===== config.mk =====
export PLATFORM = sky130hd
export DESIGN_NAME = lamport_mutex_node
export DESIGN_NICKNAME = d
export VERILOG_FILES = /design/src/hw/rtl/lmx_pkg.sv /design/src/hw/rtl/lmx_fifo.sv /design/src/hw/rtl/lmx_front.sv /design/src/hw/rtl/lmx_back.sv /design/src/hw/rtl/lamport_mutex_node.sv
export SDC_FILE = /design/constraint.sdc
export NUM_CORES = 1
export LEC_CHECK = 0
export BUFFER_PORTS_ARGS = -buffer_cell sky130_fd_sc_hd__buf_4
export CELL_PAD_IN_SITES_DETAIL_PLACEMENT = 0
export CELL_PAD_IN_SITES_GLOBAL_PLACEMENT = 1
export CORE_MARGIN = 3
export CORE_UTILIZATION = 25
export CTS_CLUSTER_DIAMETER = 150
export DETAILED_ROUTE_END_ITERATION = 16
export PLACE_DENSITY = 0.52
export SYNTH_ARGS = -nofsm -noshare
export SYNTH_HDL_FRONTEND = slang
export SYNTH_SLANG_ARGS = --single-unit
export TNS_END_PERCENT = 100

===== constraint.sdc =====
create_clock -name i_clk -period 13.7 [get_ports i_clk]
set_clock_uncertainty 0.2 [all_clocks]
set_input_delay 2.055 -clock i_clk [delete_from_list [all_inputs] [get_ports i_clk]]
set_output_delay 2.055 -clock i_clk [all_outputs]
set_load 0.02 [all_outputs]

===== src/hw/rtl/lmx_pkg.sv =====
// Shared types and codes for the Lamport mutual exclusion node.
// No dependencies; lmx_front, lmx_back and lamport_mutex_node refer to this package by scoped names.
package lmx_pkg;

    // Input action codes
    localparam logic [1:0] ACT_LOCAL_REQ = 2'd0;
    localparam logic [1:0] ACT_LOCAL_REL = 2'd1;
    localparam logic [1:0] ACT_RECV      = 2'd2;

    // Received message kinds
    localparam logic [1:0] MSG_REQ  = 2'd0;
    localparam logic [1:0] MSG_REP  = 2'd1;
    localparam logic [1:0] MSG_REL  = 2'd2;
    localparam logic [1:0] MSG_DONE = 2'd3;

    // Configuration register indexes
    localparam logic CFG_PROCESS_COUNT = 1'b0;
    localparam logic CFG_OWN_ID        = 1'b1;

    // Reset values of the configuration registers
    localparam logic [4:0] PROCESS_COUNT_RST = 5'd4;
    localparam logic [3:0] OWN_ID_RST        = 4'd1;

    // Outgoing message kinds
    typedef enum logic [1:0] {
        SEND_NONE  = 2'd0,
        SEND_REPLY = 2'd1,
        SEND_REQ   = 2'd2,
        SEND_REL   = 2'd3
    } t_send;

    // Classified operations handed from the front to the back
    typedef enum logic [2:0] {
        OP_NONE       = 3'd0,
        OP_LREQ       = 3'd1,
        OP_LREL       = 3'd2,
        OP_LREL_NOOWN = 3'd3,
        OP_RX_REQ     = 3'd4,
        OP_RX_REP     = 3'd5,
        OP_RX_REL     = 3'd6,
        OP_RX_DONE    = 3'd7
    } t_op;

    // One classified request (the stamp travels beside it)
    typedef struct packed {
        t_op        op;
        logic [3:0] sender;
    } t_cmd;

    // Configuration view seen by front and back
    typedef struct packed {
        logic       own_ok;
        logic [3:0] own_id;
    } t_cfg;

    // Back-end sequencer states
    typedef enum logic [2:0] {
        B_IDLE  = 3'd0,
        B_CHECK = 3'd1,
        B_OWN   = 3'd2,
        B_SCAN  = 3'd3,
        B_PUSH  = 3'd4
    } t_bstate;

endpackage


===== src/hw/rtl/lmx_fifo.sv =====
// Two-entry queue for a flat payload word.
// Depends on nothing; used for the command queue and the result queue.
module lmx_fifo #(
    parameter int W = 8
) (
    input  logic         i_clk,
    input  logic         i_rst_n,
    input  logic         i_push,
    input  logic [W-1:0] i_data,
    output logic         o_full,
    input  logic         i_pop,
    output logic         o_empty,
    output logic [W-1:0] o_data
);

    logic [W-1:0] r_mem [2];
    logic         r_wr_ptr;
    logic         r_rd_ptr;
    logic [1:0]   r_count;
    logic         do_push;
    logic         do_pop;

    assign o_full  = (r_count == 2'd2);
    assign o_empty = (r_count == 2'd0);
    assign o_data  = r_mem[r_rd_ptr];
    assign do_push = i_push && !o_full;
    assign do_pop  = i_pop && !o_empty;

    // Hold payload words
    always_ff @(posedge i_clk) begin
        if (do_push) begin
            r_mem[r_wr_ptr] <= i_data;
        end
    end

    // Advance pointers and count
    always_ff @(posedge i_clk) begin
        if (!i_rst_n) begin
            r_wr_ptr <= 1'b0;
            r_rd_ptr <= 1'b0;
            r_count  <= 2'd0;
        end else begin
            if (do_push) begin
                r_wr_ptr <= !r_wr_ptr;
            end
            if (do_pop) begin
                r_rd_ptr <= !r_rd_ptr;
            end
            case ({do_push, do_pop})
                2'b10:   r_count <= r_count + 2'd1;
                2'b01:   r_count <= r_count - 2'd1;
                default: r_count <= r_count;
            endcase
        end
    end

endmodule


===== src/hw/rtl/lmx_front.sv =====
// Front end: classifies an incoming request into a back-end operation.
// Depends on lmx_pkg; checks local ids and senders against the configuration.
module lmx_front #(
    parameter int EW = 5
) (
    input  logic [1:0]    i_action,
    input  logic [1:0]    i_msg_kind,
    input  logic [3:0]    i_sender,
    input  logic [EW-1:0] i_eff_count,
    input  lmx_pkg::t_cfg i_cfg,
    output lmx_pkg::t_cmd o_cmd
);

    logic sender_ok;

    // Drop messages from ourselves or from ids beyond the process count
    assign sender_ok = (i_sender != i_cfg.own_id) && (EW'(i_sender) < i_eff_count);

    // Decode action and message kind
    always_comb begin
        o_cmd.sender = i_sender;
        o_cmd.op     = lmx_pkg::OP_NONE;
        unique case (i_action)
            lmx_pkg::ACT_LOCAL_REQ: begin
                if (i_cfg.own_ok) begin
                    o_cmd.op = lmx_pkg::OP_LREQ;
                end
            end
            lmx_pkg::ACT_LOCAL_REL: begin
                o_cmd.op = i_cfg.own_ok ? lmx_pkg::OP_LREL : lmx_pkg::OP_LREL_NOOWN;
            end
            lmx_pkg::ACT_RECV: begin
                if (sender_ok) begin
                    unique case (i_msg_kind)
                        lmx_pkg::MSG_REQ:  o_cmd.op = lmx_pkg::OP_RX_REQ;
                        lmx_pkg::MSG_REP:  o_cmd.op = lmx_pkg::OP_RX_REP;
                        lmx_pkg::MSG_REL:  o_cmd.op = lmx_pkg::OP_RX_REL;
                        lmx_pkg::MSG_DONE: o_cmd.op = lmx_pkg::OP_RX_DONE;
                        default:           o_cmd.op = lmx_pkg::OP_NONE;
                    endcase
                end
            end
            default: o_cmd.op = lmx_pkg::OP_NONE;
        endcase
    end

endmodule


===== src/hw/rtl/lmx_back.sv =====
// Back end: applies one operation to the node state, then scans the request
// queue for the grant. Depends on lmx_pkg; holds the queue stamp memory.
module lmx_back #(
    parameter int MAX_PROCESSES = 16,
    parameter int TIME_BITS     = 15,
    parameter int EW            = 5
) (
    input  logic                 i_clk,
    input  logic                 i_rst_n,
    input  lmx_pkg::t_cmd        i_cmd,
    input  logic [TIME_BITS-1:0] i_stamp,
    input  logic                 i_cmd_empty,
    output logic                 o_cmd_pop,
    input  logic [EW-1:0]        i_eff_count,
    input  lmx_pkg::t_cfg        i_cfg,
    input  logic                 i_res_full,
    output logic                 o_res_push,
    output logic [1:0]           o_send_kind,
    output logic [3:0]           o_send_dest,
    output logic [TIME_BITS-1:0] o_send_time,
    output logic                 o_granted,
    output logic [TIME_BITS-1:0] o_clock_now,
    output logic [3:0]           o_done_count
);

    localparam int IW = (MAX_PROCESSES > 1) ? $clog2(MAX_PROCESSES) : 1;
    localparam logic [TIME_BITS-1:0] TIME_MAX = '1;

    lmx_pkg::t_bstate     r_state, n_state;
    logic [TIME_BITS-1:0] r_clock, n_clock;
    logic [TIME_BITS-1:0] r_own_time, n_own_time;
    logic [3:0]           r_reply, n_reply;
    logic                 r_pending, n_pending;
    logic [3:0]           r_done, n_done;
    logic                 r_valid [MAX_PROCESSES];
    logic                 n_valid [MAX_PROCESSES];
    logic [IW-1:0]        r_idx, n_idx;
    logic [TIME_BITS-1:0] r_mine, n_mine;
    logic                 r_grant, n_grant;
    lmx_pkg::t_send       r_kind, n_kind;
    logic [3:0]           r_dest, n_dest;
    logic [TIME_BITS-1:0] r_time, n_time;

    logic [TIME_BITS-1:0] r_mem [MAX_PROCESSES];
    logic [TIME_BITS-1:0] r_rd_data;
    logic [IW-1:0]        rd_addr;
    logic                 mem_we;
    logic [IW-1:0]        mem_wa;
    logic [TIME_BITS-1:0] mem_wd;

    logic [IW+3:0]        sender_ext;
    logic [IW+3:0]        own_ext;
    logic [IW-1:0]        sender_idx;
    logic [IW-1:0]        own_idx;
    logic [TIME_BITS-1:0] rx_max;
    logic [TIME_BITS-1:0] rx_tick;
    logic [TIME_BITS-1:0] tx_tick;
    logic [TIME_BITS-1:0] rxtx_tick;
    logic                 skip;
    logic                 older;

    // Map 4-bit ids onto queue indexes
    assign sender_ext = {{IW{1'b0}}, i_cmd.sender};
    assign own_ext    = {{IW{1'b0}}, i_cfg.own_id};
    assign sender_idx = sender_ext[IW-1:0];
    assign own_idx    = own_ext[IW-1:0];

    // Saturating clock updates: receive, send, and receive followed by send
    assign rx_max    = (i_stamp > r_clock) ? i_stamp : r_clock;
    assign rx_tick   = (rx_max == TIME_MAX) ? rx_max : rx_max + TIME_BITS'(1);
    assign tx_tick   = (r_clock == TIME_MAX) ? r_clock : r_clock + TIME_BITS'(1);
    assign rxtx_tick = (rx_tick == TIME_MAX) ? rx_tick : rx_tick + TIME_BITS'(1);

    // Scan compare: a valid other entry that is older, or equal with lower id, blocks
    assign skip  = (r_idx == own_idx) || !r_valid[r_idx];
    assign older = (r_rd_data < r_mine) || ((r_rd_data == r_mine) && (r_idx < own_idx));

    // Next state and datapath
    always_comb begin
        n_state    = r_state;
        n_clock    = r_clock;
        n_own_time = r_own_time;
        n_reply    = r_reply;
        n_pending  = r_pending;
        n_done     = r_done;
        n_valid    = r_valid;
        n_idx      = r_idx;
        n_mine     = r_mine;
        n_grant    = r_grant;
        n_kind     = r_kind;
        n_dest     = r_dest;
        n_time     = r_time;
        mem_we     = 1'b0;
        mem_wa     = own_idx;
        mem_wd     = tx_tick;
        rd_addr    = own_idx;
        o_cmd_pop  = 1'b0;
        o_res_push = 1'b0;
        unique case (r_state)
            lmx_pkg::B_IDLE: begin
                if (!i_cmd_empty) begin
                    o_cmd_pop = 1'b1;
                    n_kind    = lmx_pkg::SEND_NONE;
                    n_dest    = 4'd0;
                    n_time    = '0;
                    n_state   = lmx_pkg::B_CHECK;
                    case (i_cmd.op) inside
                        lmx_pkg::OP_LREQ: begin
                            if (!r_pending) begin
                                n_clock          = tx_tick;
                                mem_we           = 1'b1;
                                n_valid[own_idx] = 1'b1;
                                n_own_time       = tx_tick;
                                n_reply          = 4'd0;
                                n_pending        = 1'b1;
                                n_kind           = lmx_pkg::SEND_REQ;
                                n_time           = tx_tick;
                            end
                        end
                        lmx_pkg::OP_LREL, lmx_pkg::OP_LREL_NOOWN: begin
                            if (i_cmd.op == lmx_pkg::OP_LREL) begin
                                n_valid[own_idx] = 1'b0;
                            end
                            n_pending = 1'b0;
                            n_clock   = tx_tick;
                            n_kind    = lmx_pkg::SEND_REL;
                            n_time    = tx_tick;
                        end
                        lmx_pkg::OP_RX_REQ: begin
                            n_clock             = rxtx_tick;
                            mem_we              = 1'b1;
                            mem_wa              = sender_idx;
                            mem_wd              = i_stamp;
                            n_valid[sender_idx] = 1'b1;
                            n_kind              = lmx_pkg::SEND_REPLY;
                            n_dest              = i_cmd.sender;
                            n_time              = rxtx_tick;
                        end
                        lmx_pkg::OP_RX_REP: begin
                            n_clock = rx_tick;
                            if (r_pending && (i_stamp > r_own_time) && (r_reply != 4'd15)) begin
                                n_reply = r_reply + 4'd1;
                            end
                        end
                        lmx_pkg::OP_RX_REL: begin
                            n_clock             = rx_tick;
                            n_valid[sender_idx] = 1'b0;
                        end
                        lmx_pkg::OP_RX_DONE: begin
                            n_clock = rx_tick;
                            if (r_done != 4'd15) begin
                                n_done = r_done + 4'd1;
                            end
                        end
                        default: begin
                            n_clock = r_clock;
                        end
                    endcase
                end
            end
            lmx_pkg::B_CHECK: begin
                if (!r_pending || !i_cfg.own_ok || !r_valid[own_idx]
                        || (EW'(r_reply) < i_eff_count - EW'(2))) begin
                    n_grant = 1'b0;
                    n_state = lmx_pkg::B_PUSH;
                end else begin
                    rd_addr = own_idx;
                    n_state = lmx_pkg::B_OWN;
                end
            end
            lmx_pkg::B_OWN: begin
                n_mine  = r_rd_data;
                rd_addr = '0;
                n_idx   = '0;
                n_state = lmx_pkg::B_SCAN;
            end
            lmx_pkg::B_SCAN: begin
                if (!skip && older) begin
                    n_grant = 1'b0;
                    n_state = lmx_pkg::B_PUSH;
                end else if (EW'(r_idx) == i_eff_count - EW'(1)) begin
                    n_grant = 1'b1;
                    n_state = lmx_pkg::B_PUSH;
                end else begin
                    n_idx   = r_idx + IW'(1);
                    rd_addr = r_idx + IW'(1);
                end
            end
            lmx_pkg::B_PUSH: begin
                if (!i_res_full) begin
                    o_res_push = 1'b1;
                    n_state    = lmx_pkg::B_IDLE;
                end
            end
            default: n_state = lmx_pkg::B_IDLE;
        endcase
    end

    // State register
    always_ff @(posedge i_clk) begin
        if (!i_rst_n) begin
            r_state <= lmx_pkg::B_IDLE;
        end else begin
            r_state <= n_state;
        end
    end

    // Node state registers
    always_ff @(posedge i_clk) begin
        if (!i_rst_n) begin
            r_clock    <= '0;
            r_own_time <= '0;
            r_reply    <= 4'd0;
            r_pending  <= 1'b0;
            r_done     <= 4'd0;
            for (int i = 0; i < MAX_PROCESSES; i++) begin
                r_valid[i] <= 1'b0;
            end
        end else begin
            r_clock    <= n_clock;
            r_own_time <= n_own_time;
            r_reply    <= n_reply;
            r_pending  <= n_pending;
            r_done     <= n_done;
            r_valid    <= n_valid;
        end
    end

    // Scan and result payload registers
    always_ff @(posedge i_clk) begin
        r_idx   <= n_idx;
        r_mine  <= n_mine;
        r_grant <= n_grant;
        r_kind  <= n_kind;
        r_dest  <= n_dest;
        r_time  <= n_time;
    end

    // Queue stamp memory: one write port, one registered read port
    always_ff @(posedge i_clk) begin
        if (mem_we) begin
            r_mem[mem_wa] <= mem_wd;
        end
        r_rd_data <= r_mem[rd_addr];
    end

    assign o_send_kind  = r_kind;
    assign o_send_dest  = r_dest;
    assign o_send_time  = r_time;
    assign o_granted    = r_grant;
    assign o_clock_now  = r_clock;
    assign o_done_count = r_done;

`ifndef NO_ASSERTIONS
    a_scan_range: assert property (@(posedge i_clk) disable iff (!i_rst_n)
        (r_state == lmx_pkg::B_SCAN) |-> (EW'(r_idx) < i_eff_count))
        else $error("scan index beyond process count");

    a_grant_holds: assert property (@(posedge i_clk) disable iff (!i_rst_n)
        (r_state == lmx_pkg::B_PUSH && r_grant) |-> (r_pending && i_cfg.own_ok && r_valid[own_idx]))
        else $error("grant without a pending own request");

    a_clock_mono: assert property (@(posedge i_clk) disable iff (!i_rst_n)
        (r_state == lmx_pkg::B_IDLE && !i_cmd_empty) |=> (r_clock >= $past(r_clock)))
        else $error("logical clock went backward");

    a_push_ends: assert property (@(posedge i_clk) disable iff (!i_rst_n)
        o_res_push |=> (r_state == lmx_pkg::B_IDLE))
        else $error("sequencer did not return after pushing a result");
`endif

endmodule


===== src/hw/rtl/lamport_mutex_node.sv =====
// Lamport mutual exclusion node. A result follows each accepted request after the back end
// runs its states; the grant scan walks the queue entries up to the process count, one entry
// per cycle through the stamp memory read port, and the back end takes a new request only
// after it has pushed the result of the last one. Both sides buffer two requests.
// Reset (synchronous, active low) empties both queues and all request queue entries,
// zeroes the clock and counters, and sets process_count to 4 and own_id to 1.
module lamport_mutex_node #(
    parameter int MAX_PROCESSES = 16,
    parameter int TIME_BITS     = 15
) (
    input  logic                 i_clk,
    input  logic                 i_rst_n,
    input  logic                 push,
    output logic                 full,
    input  logic [1:0]           i_action,
    input  logic [1:0]           i_msg_kind,
    input  logic [3:0]           i_sender,
    input  logic [TIME_BITS-1:0] i_msg_time,
    output logic                 empty,
    input  logic                 pop,
    output logic [1:0]           o_send_kind,
    output logic [3:0]           o_send_dest,
    output logic [TIME_BITS-1:0] o_send_time,
    output logic                 o_granted,
    output logic [TIME_BITS-1:0] o_clock_now,
    output logic [3:0]           o_done_count,
    input  logic                 i_cfg_we,
    input  logic                 i_cfg_idx,
    input  logic [4:0]           i_cfg_data
);

    localparam int CW    = $clog2(MAX_PROCESSES + 1);
    localparam int EW    = (CW > 5) ? CW : 5;
    localparam int CMD_W = $bits(lmx_pkg::t_cmd) + TIME_BITS;
    localparam int RES_W = 2 + 4 + TIME_BITS + 1 + TIME_BITS + 4;

    logic [4:0]           r_process_count;
    logic [3:0]           r_own_id;
    logic [EW-1:0]        pc_ext;
    logic [EW-1:0]        eff_count;
    lmx_pkg::t_cfg        cfg;
    lmx_pkg::t_cmd        front_cmd;
    lmx_pkg::t_cmd        back_cmd;
    logic [CMD_W-1:0]     cmd_head;
    logic [TIME_BITS-1:0] back_stamp;
    logic                 cmd_empty;
    logic                 cmd_pop;
    logic                 res_full;
    logic                 res_push;
    logic [1:0]           b_kind;
    logic [3:0]           b_dest;
    logic [TIME_BITS-1:0] b_time;
    logic                 b_grant;
    logic [TIME_BITS-1:0] b_clock;
    logic [3:0]           b_done;
    logic [RES_W-1:0]     res_head;

    // Configuration registers
    always_ff @(posedge i_clk) begin
        if (!i_rst_n) begin
            r_process_count <= lmx_pkg::PROCESS_COUNT_RST;
            r_own_id        <= lmx_pkg::OWN_ID_RST;
        end else if (i_cfg_we) begin
            unique case (i_cfg_idx)
                lmx_pkg::CFG_PROCESS_COUNT: r_process_count <= i_cfg_data;
                lmx_pkg::CFG_OWN_ID:        r_own_id        <= i_cfg_data[3:0];
                default:                    r_own_id        <= r_own_id;
            endcase
        end
    end

    // Clamp the process count and qualify our own id
    assign pc_ext = EW'(r_process_count);
    always_comb begin
        if (pc_ext < EW'(3)) begin
            eff_count = EW'(3);
        end else if (pc_ext > EW'(MAX_PROCESSES)) begin
            eff_count = EW'(MAX_PROCESSES);
        end else begin
            eff_count = pc_ext;
        end
    end
    assign cfg.own_id = r_own_id;
    assign cfg.own_ok = (r_own_id != 4'd0) && (EW'(r_own_id) < eff_count);

    lmx_front #(
        .EW(EW)
    ) u_front (
        .i_action    (i_action),
        .i_msg_kind  (i_msg_kind),
        .i_sender    (i_sender),
        .i_eff_count (eff_count),
        .i_cfg       (cfg),
        .o_cmd       (front_cmd)
    );

    lmx_fifo #(
        .W(CMD_W)
    ) u_cmd_q (
        .i_clk   (i_clk),
        .i_rst_n (i_rst_n),
        .i_push  (push),
        .i_data  ({front_cmd, i_msg_time}),
        .o_full  (full),
        .i_pop   (cmd_pop),
        .o_empty (cmd_empty),
        .o_data  (cmd_head)
    );

    assign back_cmd   = cmd_head[CMD_W-1:TIME_BITS];
    assign back_stamp = cmd_head[TIME_BITS-1:0];

    lmx_back #(
        .MAX_PROCESSES (MAX_PROCESSES),
        .TIME_BITS     (TIME_BITS),
        .EW            (EW)
    ) u_back (
        .i_clk        (i_clk),
        .i_rst_n      (i_rst_n),
        .i_cmd        (back_cmd),
        .i_stamp      (back_stamp),
        .i_cmd_empty  (cmd_empty),
        .o_cmd_pop    (cmd_pop),
        .i_eff_count  (eff_count),
        .i_cfg        (cfg),
        .i_res_full   (res_full),
        .o_res_push   (res_push),
        .o_send_kind  (b_kind),
        .o_send_dest  (b_dest),
        .o_send_time  (b_time),
        .o_granted    (b_grant),
        .o_clock_now  (b_clock),
        .o_done_count (b_done)
    );

    lmx_fifo #(
        .W(RES_W)
    ) u_res_q (
        .i_clk   (i_clk),
        .i_rst_n (i_rst_n),
        .i_push  (res_push),
        .i_data  ({b_kind, b_dest, b_time, b_grant, b_clock, b_done}),
        .o_full  (res_full),
        .i_pop   (pop),
        .o_empty (empty),
        .o_data  (res_head)
    );

    // Unpack the oldest result
    assign {o_send_kind, o_send_dest, o_send_time, o_granted, o_clock_now, o_done_count} =
        res_head;

endmodule

Word-level counts from Yosys, hierarchy flattened
Memories as Yosys holds them, arrays and structs flattened. A register that Yosys moved wholly into a read port is not among the register bits.
Index checks and enable logic that the tools add are counted.
Widths: inputs -> output; s select.
{"block": "op_classes", "n_addsub": 12, "order_cmp": 14, "n_eq_ne": 42, "mux": 99, "n_bitwise": 17, "reduce_logical": 59}
{"op": "$mux 15", "n": 20}
{"op": "$mux 16", "n": 7}
{"op": "$mux 4", "n": 15}
{"op": "$add 15x1->15 const B", "n": 3}
{"op": "$eq 15x15->1 const B", "n": 3}
{"op": "$mux 1", "n": 34}
{"op": "$and 16x16->16", "n": 2}
{"op": "$not 16->16", "n": 2}
{"op": "$or 16x16->16", "n": 2}
{"op": "$gt 15x15->1", "n": 2}
{"op": "$mux 3", "n": 6}
{"op": "$pmux 4 s2", "n": 2}
{"op": "$eq 15x15->1", "n": 1}
{"op": "$eq 3x3->1 const B", "n": 5}
{"op": "$ge 5x5->1 const B", "n": 3}
{"op": "$lt 15x15->1", "n": 1}
{"op": "$lt 4x5->1", "n": 3}
{"op": "$not 4->5", "n": 3}
{"op": "$pmux 3 s5", "n": 1}
{"op": "$eq 2x2->1 const B", "n": 7}
{"op": "$reduce_bool 2->1", "n": 7}
{"op": "$logic_not 1->1", "n": 13}
{"op": "$add 4x1->4 const B", "n": 3}
{"op": "$eq 3x2->1 const B", "n": 4}
{"op": "other kinds (41)", "n": 94}
{"block": "totals", "ff_bits": 116, "ramBits": 366, "inputBits": 34, "output_inout_bits": 43, "word_cells": 282, "memories": 3}
{"memory": "u_back.r_mem", "words": 16, "word_bits": 15, "rd": 1, "rd_clocked_by_memory_dff": 1, "wr": 1, "line": "lmx_back.sv:44", "source": "logic [TIME_BITS-1:0] r_mem [MAX_PROCESSES];"}
{"memory": "u_res_q.r_mem", "words": 2, "word_bits": 41, "rd": 1, "rd_clocked_by_memory_dff": 1, "wr": 1, "line": "lmx_fifo.sv:16", "source": "logic [W-1:0] r_mem [2];"}
{"memory": "u_cmd_q.r_mem", "words": 2, "word_bits": 22, "rd": 1, "rd_clocked_by_memory_dff": 1, "wr": 1, "line": "lmx_fifo.sv:16"}

Longest topological paths before layout
{"block": "logic_depth", "word_depth": 12, "depth_mapped": 31, "depth_no_buf": 23}

By module
Synthesis repeated with hierarchy kept, for this count alone.
{"block": "unflattened", "hier_cells": 1965, "area_unflattened_um2": 24095.6}
{"module": "lmx_back", "n_inst": 1, "cells_each": 1632, "area_each_um2": 18382.6, "seq_area_each_um2": 9899.5}
{"module": "lmx_fifo (u_res_q)", "n_inst": 1, "cells_each": 154, "area_each_um2": 3184.3, "seq_area_each_um2": 2562.5}
{"module": "lmx_fifo (u_cmd_q)", "n_inst": 1, "cells_each": 94, "area_each_um2": 1815.5, "seq_area_each_um2": 1421.4}
{"module": "lamport_mutex_node", "n_inst": 1, "cells_each": 56, "area_each_um2": 491.7, "seq_area_each_um2": 180.2}
{"module": "lmx_front", "n_inst": 1, "cells_each": 29, "area_each_um2": 221.5, "seq_area_each_um2": 0.0}

Worst setup path before layout
OpenSTA, ideal clock, no wires.
{"block": "synth_timing", "path_kind": "register to register", "start": "register with a tool-made name", "end": "register u_back.r_time[13] (netlist: u_back.o_send_time[13]), data pin", "setup_time_ns": 0.154, "t_arrival_ns": 6.034, "t_required_ns": 13.346, "setup_slack_ns": 7.313, "stages_incl_launch_ff": 31, "n_path_buf": 9, "period_less_slack_ns": 6.387, "cell_sequence": "dfxtp_1 buf_4 buf_6 clkbuf_1 mux2_2 ha_1 nand4_1 or4_4 o211ai_2 nand2_2 buf_6 buf_6 buf_6 o21ai_2 inv_1 ha_1 inv_1 nor2_1 a31o_2 o2111a_1 buf_6 mux2_2 ha_1 o311a_1 o21ai_1 or4_1 buf_6 or2_1 buf_2 and3_1 o22ai_1"}
{"item": "to (signal assigned)", "line": "lmx_back.sv:236", "source": "r_time <= n_time;"}
{"item": "to (decl)", "line": "lmx_back.sv:42", "source": "logic [TIME_BITS-1:0] r_time, n_time;"}

==> impl_metrics.env <==
export IMPL_status="finished, final reports clean"
export IMPL_ys_warn_count=0
export IMPL_ys_async_sr_fraction_pct=0
export IMPL_cts_hold_buffers=0
export IMPL_drv_slew=0
export IMPL_cp_max_fo=35
export IMPL_p_comb_share_pct=39.6
export IMPL_cts_tree="yes"
export IMPL_htreeDepth=2
export IMPL_nets=2201
export IMPL_critPathCaptureType="flip-flop"
export IMPL_relSlewSlack_pct=3.86
export IMPL_startpoint_type="flip-flop"
export IMPL_io_buffers=76
export IMPL_drive_gt1_share_pct=19.3
export IMPL_root_buffer="clkbuf_16"
export IMPL_synth_edf_count=407
export IMPL_dieWidth_microns=318
export IMPL_rows=113
export IMPL_critPathKind="reg -> reg"
export IMPL_start_util_pct=25.5
export IMPL_fillCellCount=9744
export IMPL_track_usage_pct=15.1
export IMPL_grt_first_pass_wirelength_microns=117000
export IMPL_r2r_cells=22
export IMPL_stdcell_count=3412
export IMPL_place_gp_congestion=0.868
export IMPL_switching_share_pct=39.6
export IMPL_io_pins=77
export IMPL_hold_path_depth=0
export IMPL_post_drt_wl_per_cell_microns=23.1
export IMPL_syn_avg_cell_area_sq_um=12.1
export IMPL_finalHoldViolations=0
export IMPL_max_cap_viol_count=0
export IMPL_fin_crit_sh_pct=58.3
export IMPL_drtIter0Drc=1501
export IMPL_synth_distinct_cells=97
export IMPL_hold_path_class="reg -> reg"
export IMPL_grt_overflow_total=0
export IMPL_ant_nets=0
export IMPL_synthToLayoutAreaGrowth_pct=17.2
export IMPL_post_cts_buffers=0
export IMPL_vias=17300
export IMPL_cts_sinks=499
export IMPL_vias_per_cell=5.07
export IMPL_crit_arrival_ns=8.24
export IMPL_ys_seq_area_share_pct=57.6
export IMPL_worstSkewPairLatency_ns=0.63
export IMPL_cp_required_ns=13.96
export IMPL_die_area_sq_um=101000
export IMPL_ir_worst_vdd_mv=0.0989
export IMPL_core_area_sq_um=95900
export IMPL_fin_crit_ns=7.99
export IMPL_clk_pin_slew_ns=0.06
export IMPL_syn_area_sq_um=24400
export IMPL_placed_cells=3307
export IMPL_die_h_microns=318
export IMPL_synth_ff_type="edfxtp_1"
export IMPL_p_per_area_nw_per_um2=220
export IMPL_synth_cells=2024
export IMPL_ys_seq_elements=499
export IMPL_cts_resized_gates=0
export IMPL_hpwl_microns=52100
export IMPL_grt_max_degree=67
export IMPL_clkPwrFrac_pct=25.6
export IMPL_routed_wl_microns=78800
export IMPL_rsz0062_at_grt="no"
export IMPL_tns_ns=0
export IMPL_clock_path_buffers=3
export IMPL_final_util_pct=29.8
export IMPL_worst_pin_slew_ns=1.44
export IMPL_synthesis_nets=2126
export IMPL_cell_internal_pwr_uw=3790
export IMPL_switchingPower_uw=2490
export IMPL_antenna_found_initial=2
export IMPL_cts_buffers=55
export IMPL_drtPass1Iterations=5
export IMPL_leakage_uw=0.00964
export IMPL_max_freq_ghz=0.125
export IMPL_p_seq_share_pct=34.9
export IMPL_drc_errors=0
export IMPL_finalSetupViolations=0
export IMPL_grt_pass1_vias=17300
[per-layer routing]
layer,track usage [%],vias to the layer above,part of all wire (%)
met2,24.3,483,46
met1,21.4,8753,46
met5,0,-,0.0089
met3,2.42,90,5.5
met4,3.44,2,1.9
li1,-,7958,-
[worst max-delay path, cell delays in order, from the launching register on]
cell and delay (ns):
dfxtp_2 0.95, mux2i_1 0.46, inv_1 0.20, ha_1 0.35, nand4_1 0.17, or4_4 0.55
o211ai_2 0.15, nand2_2 0.48, o21ai_0 0.44, ha_1 0.30, inv_1 0.13, nor2_1 0.12
a31o_2 0.22, o2111a_1 0.51, xnor2_1 0.24, inv_1 0.11, ha_1 0.21, o311a_1 0.17
o21ai_1 0.25, or4_1 0.71, or2_1 0.44, and3_1 0.24, o22ai_1 0.16
[synthesized netlist by cell type (4+ instances only)]
cell type    n  area share (%)
or3_1       14            0.36
inv_1      132             2.0
nand3_1     49             1.0
a221oi_1     5            0.18
mux4_2      10            0.92
xnor2_1     30             1.1
a311oi_1    15            0.54
o22a_1      16            0.57
mux2_2     118             5.4
a32oi_1      4            0.14
o2111ai_1   63             2.3
nor3_1      12            0.25
nand4_1     33            0.85
a21oi_1    113             2.3
a211oi_1    19            0.58
buf_2        5            0.10
and3_1       8            0.21
nand2_1     96             1.5
nor2_1     144             2.2
o211ai_1   118             3.6
xor2_1      20            0.72
a31oi_1     15            0.38
a21o_1       5            0.15
clkbuf_1    98             1.5
a221o_1      4            0.16
mux2i_1     33             1.4
ha_1        68             3.5
o211a_1      6            0.25
nor2b_1     11            0.28
o22ai_1     19            0.49
a22oi_1     19            0.58
edfxtp_1   407              50
dfxtp_1     92             7.5
and2_1       7            0.18
o221ai_1     5            0.18
and4_1       4            0.14
o21ai_1      8            0.16
a211o_1      4            0.14
nor4_1      11            0.28
buf_1       10            0.15
o21a_1      17            0.52
nand2b_1    17            0.44
o21ai_0     59             1.2
buf_6        6            0.28
[power by group through the flow]
stage	clock network [uW]	registers, uW	logic [uW]
2_1_floorplan	0	2100	1700
3_3_place_gp	0	2220	2470
3_5_place_dp	0	2220	2470
4_1_cts	1650	2190	2480
5_1_grt	1720	2210	2710
6_report	1610	2190	2490
[per-stage QoR]
stage	setup WS, ns	total power (uW)	instance area [sq um]	hold slack [ns]
6_report	5.71	6280	28600	0.225
5_1_grt	5.14	6640	28600	0.240
4_1_cts	5.70	6320	28600	0.235
3_5_place_dp	5.75	4690	26600	0.231
3_3_place_gp	5.99	4690	26600	0.232
2_1_floorplan	7.31	3800	24400	0.208
[cell families (layout without fill, tap and decap cells)]
kind of cell	after synthesis	count (layout)	synth area share [%]
compound gates	551	551	16.0
xor+xnor	51	51	1.86
fa+ha+maj	68	68	3.49
buf+inv	254	376	4.13
flops	499	499	57.6
mux	166	166	8.01
other cells	0	1	0
simple gates	435	435	8.90
[worst paths after layout]
| check | slack (ns) | start | endpoint |
|---|---|---|---|
| worst max register to register | 5.71 | flip-flop | u_back.o_send_time[13] |
| worst max-delay path | 5.71 | flip-flop | u_back.o_send_time[13] |
| worst min-delay path | 0.22 | u_back.o_send_time[4] | u_res_q.r_mem[1][24] |
| worst min register to register | 0.22 | u_back.o_send_time[4] | u_res_q.r_mem[1][24] |
[state kept, by name, indices dropped and copies added (netlist names), 2 cells and up, named ones only]
name	cells
u_back.r_idx	4
u_back.o_send_kind	2
u_back.o_done_count	4
u_cmd_q.r_count	2
r_own_id	4
u_back.o_send_time	15
u_res_q.r_mem	82
pc_ext	5
u_back.o_send_dest	4
u_res_q.r_count	2
u_back.r_reply	4
u_back.r_mem	240
u_back.o_clock_now	15
u_back.r_state	3
u_back.r_rd_data	15
u_back.r_own_time	15
u_back.r_mine	15
u_cmd_q.r_mem	44
[layout make-up]
class / count / area, sq um / area share (%)
flip-flops and latches: 499 / 14100 / 49.2
clock buffers: 62 / 1460 / 5.12
diodes: 1 / 2.50 / 0.00875
clock inverters: 42 / 547 / 1.91
multi-input cells: 1271 / 9390 / 32.8
repair buffers: 138 / 1040 / 3.62
inverters: 134 / 503 / 1.76
well taps: 1265 / 1580 / 5.54
[cells in the final DEF (no fill, tap or decap), drive strengths merged, types with 17 or more instances in the layout]
cell and n:
a211oi 19, a21oi 113, a22oi 20, buf 138, clkbuf 62, clkinv 21, dfxtp 92, edfxtp 407
ha 68, inv 138, mux2 121, mux2i 35, nand2 97, nand2b 17, nand3 49, nand4 35
nor2 146, o2111ai 64, o211ai 119, o21a 17, o21ai 70, o22ai 19, xnor2 30, xor2 21
Note: power is estimated with default switching activity, not from simulation.
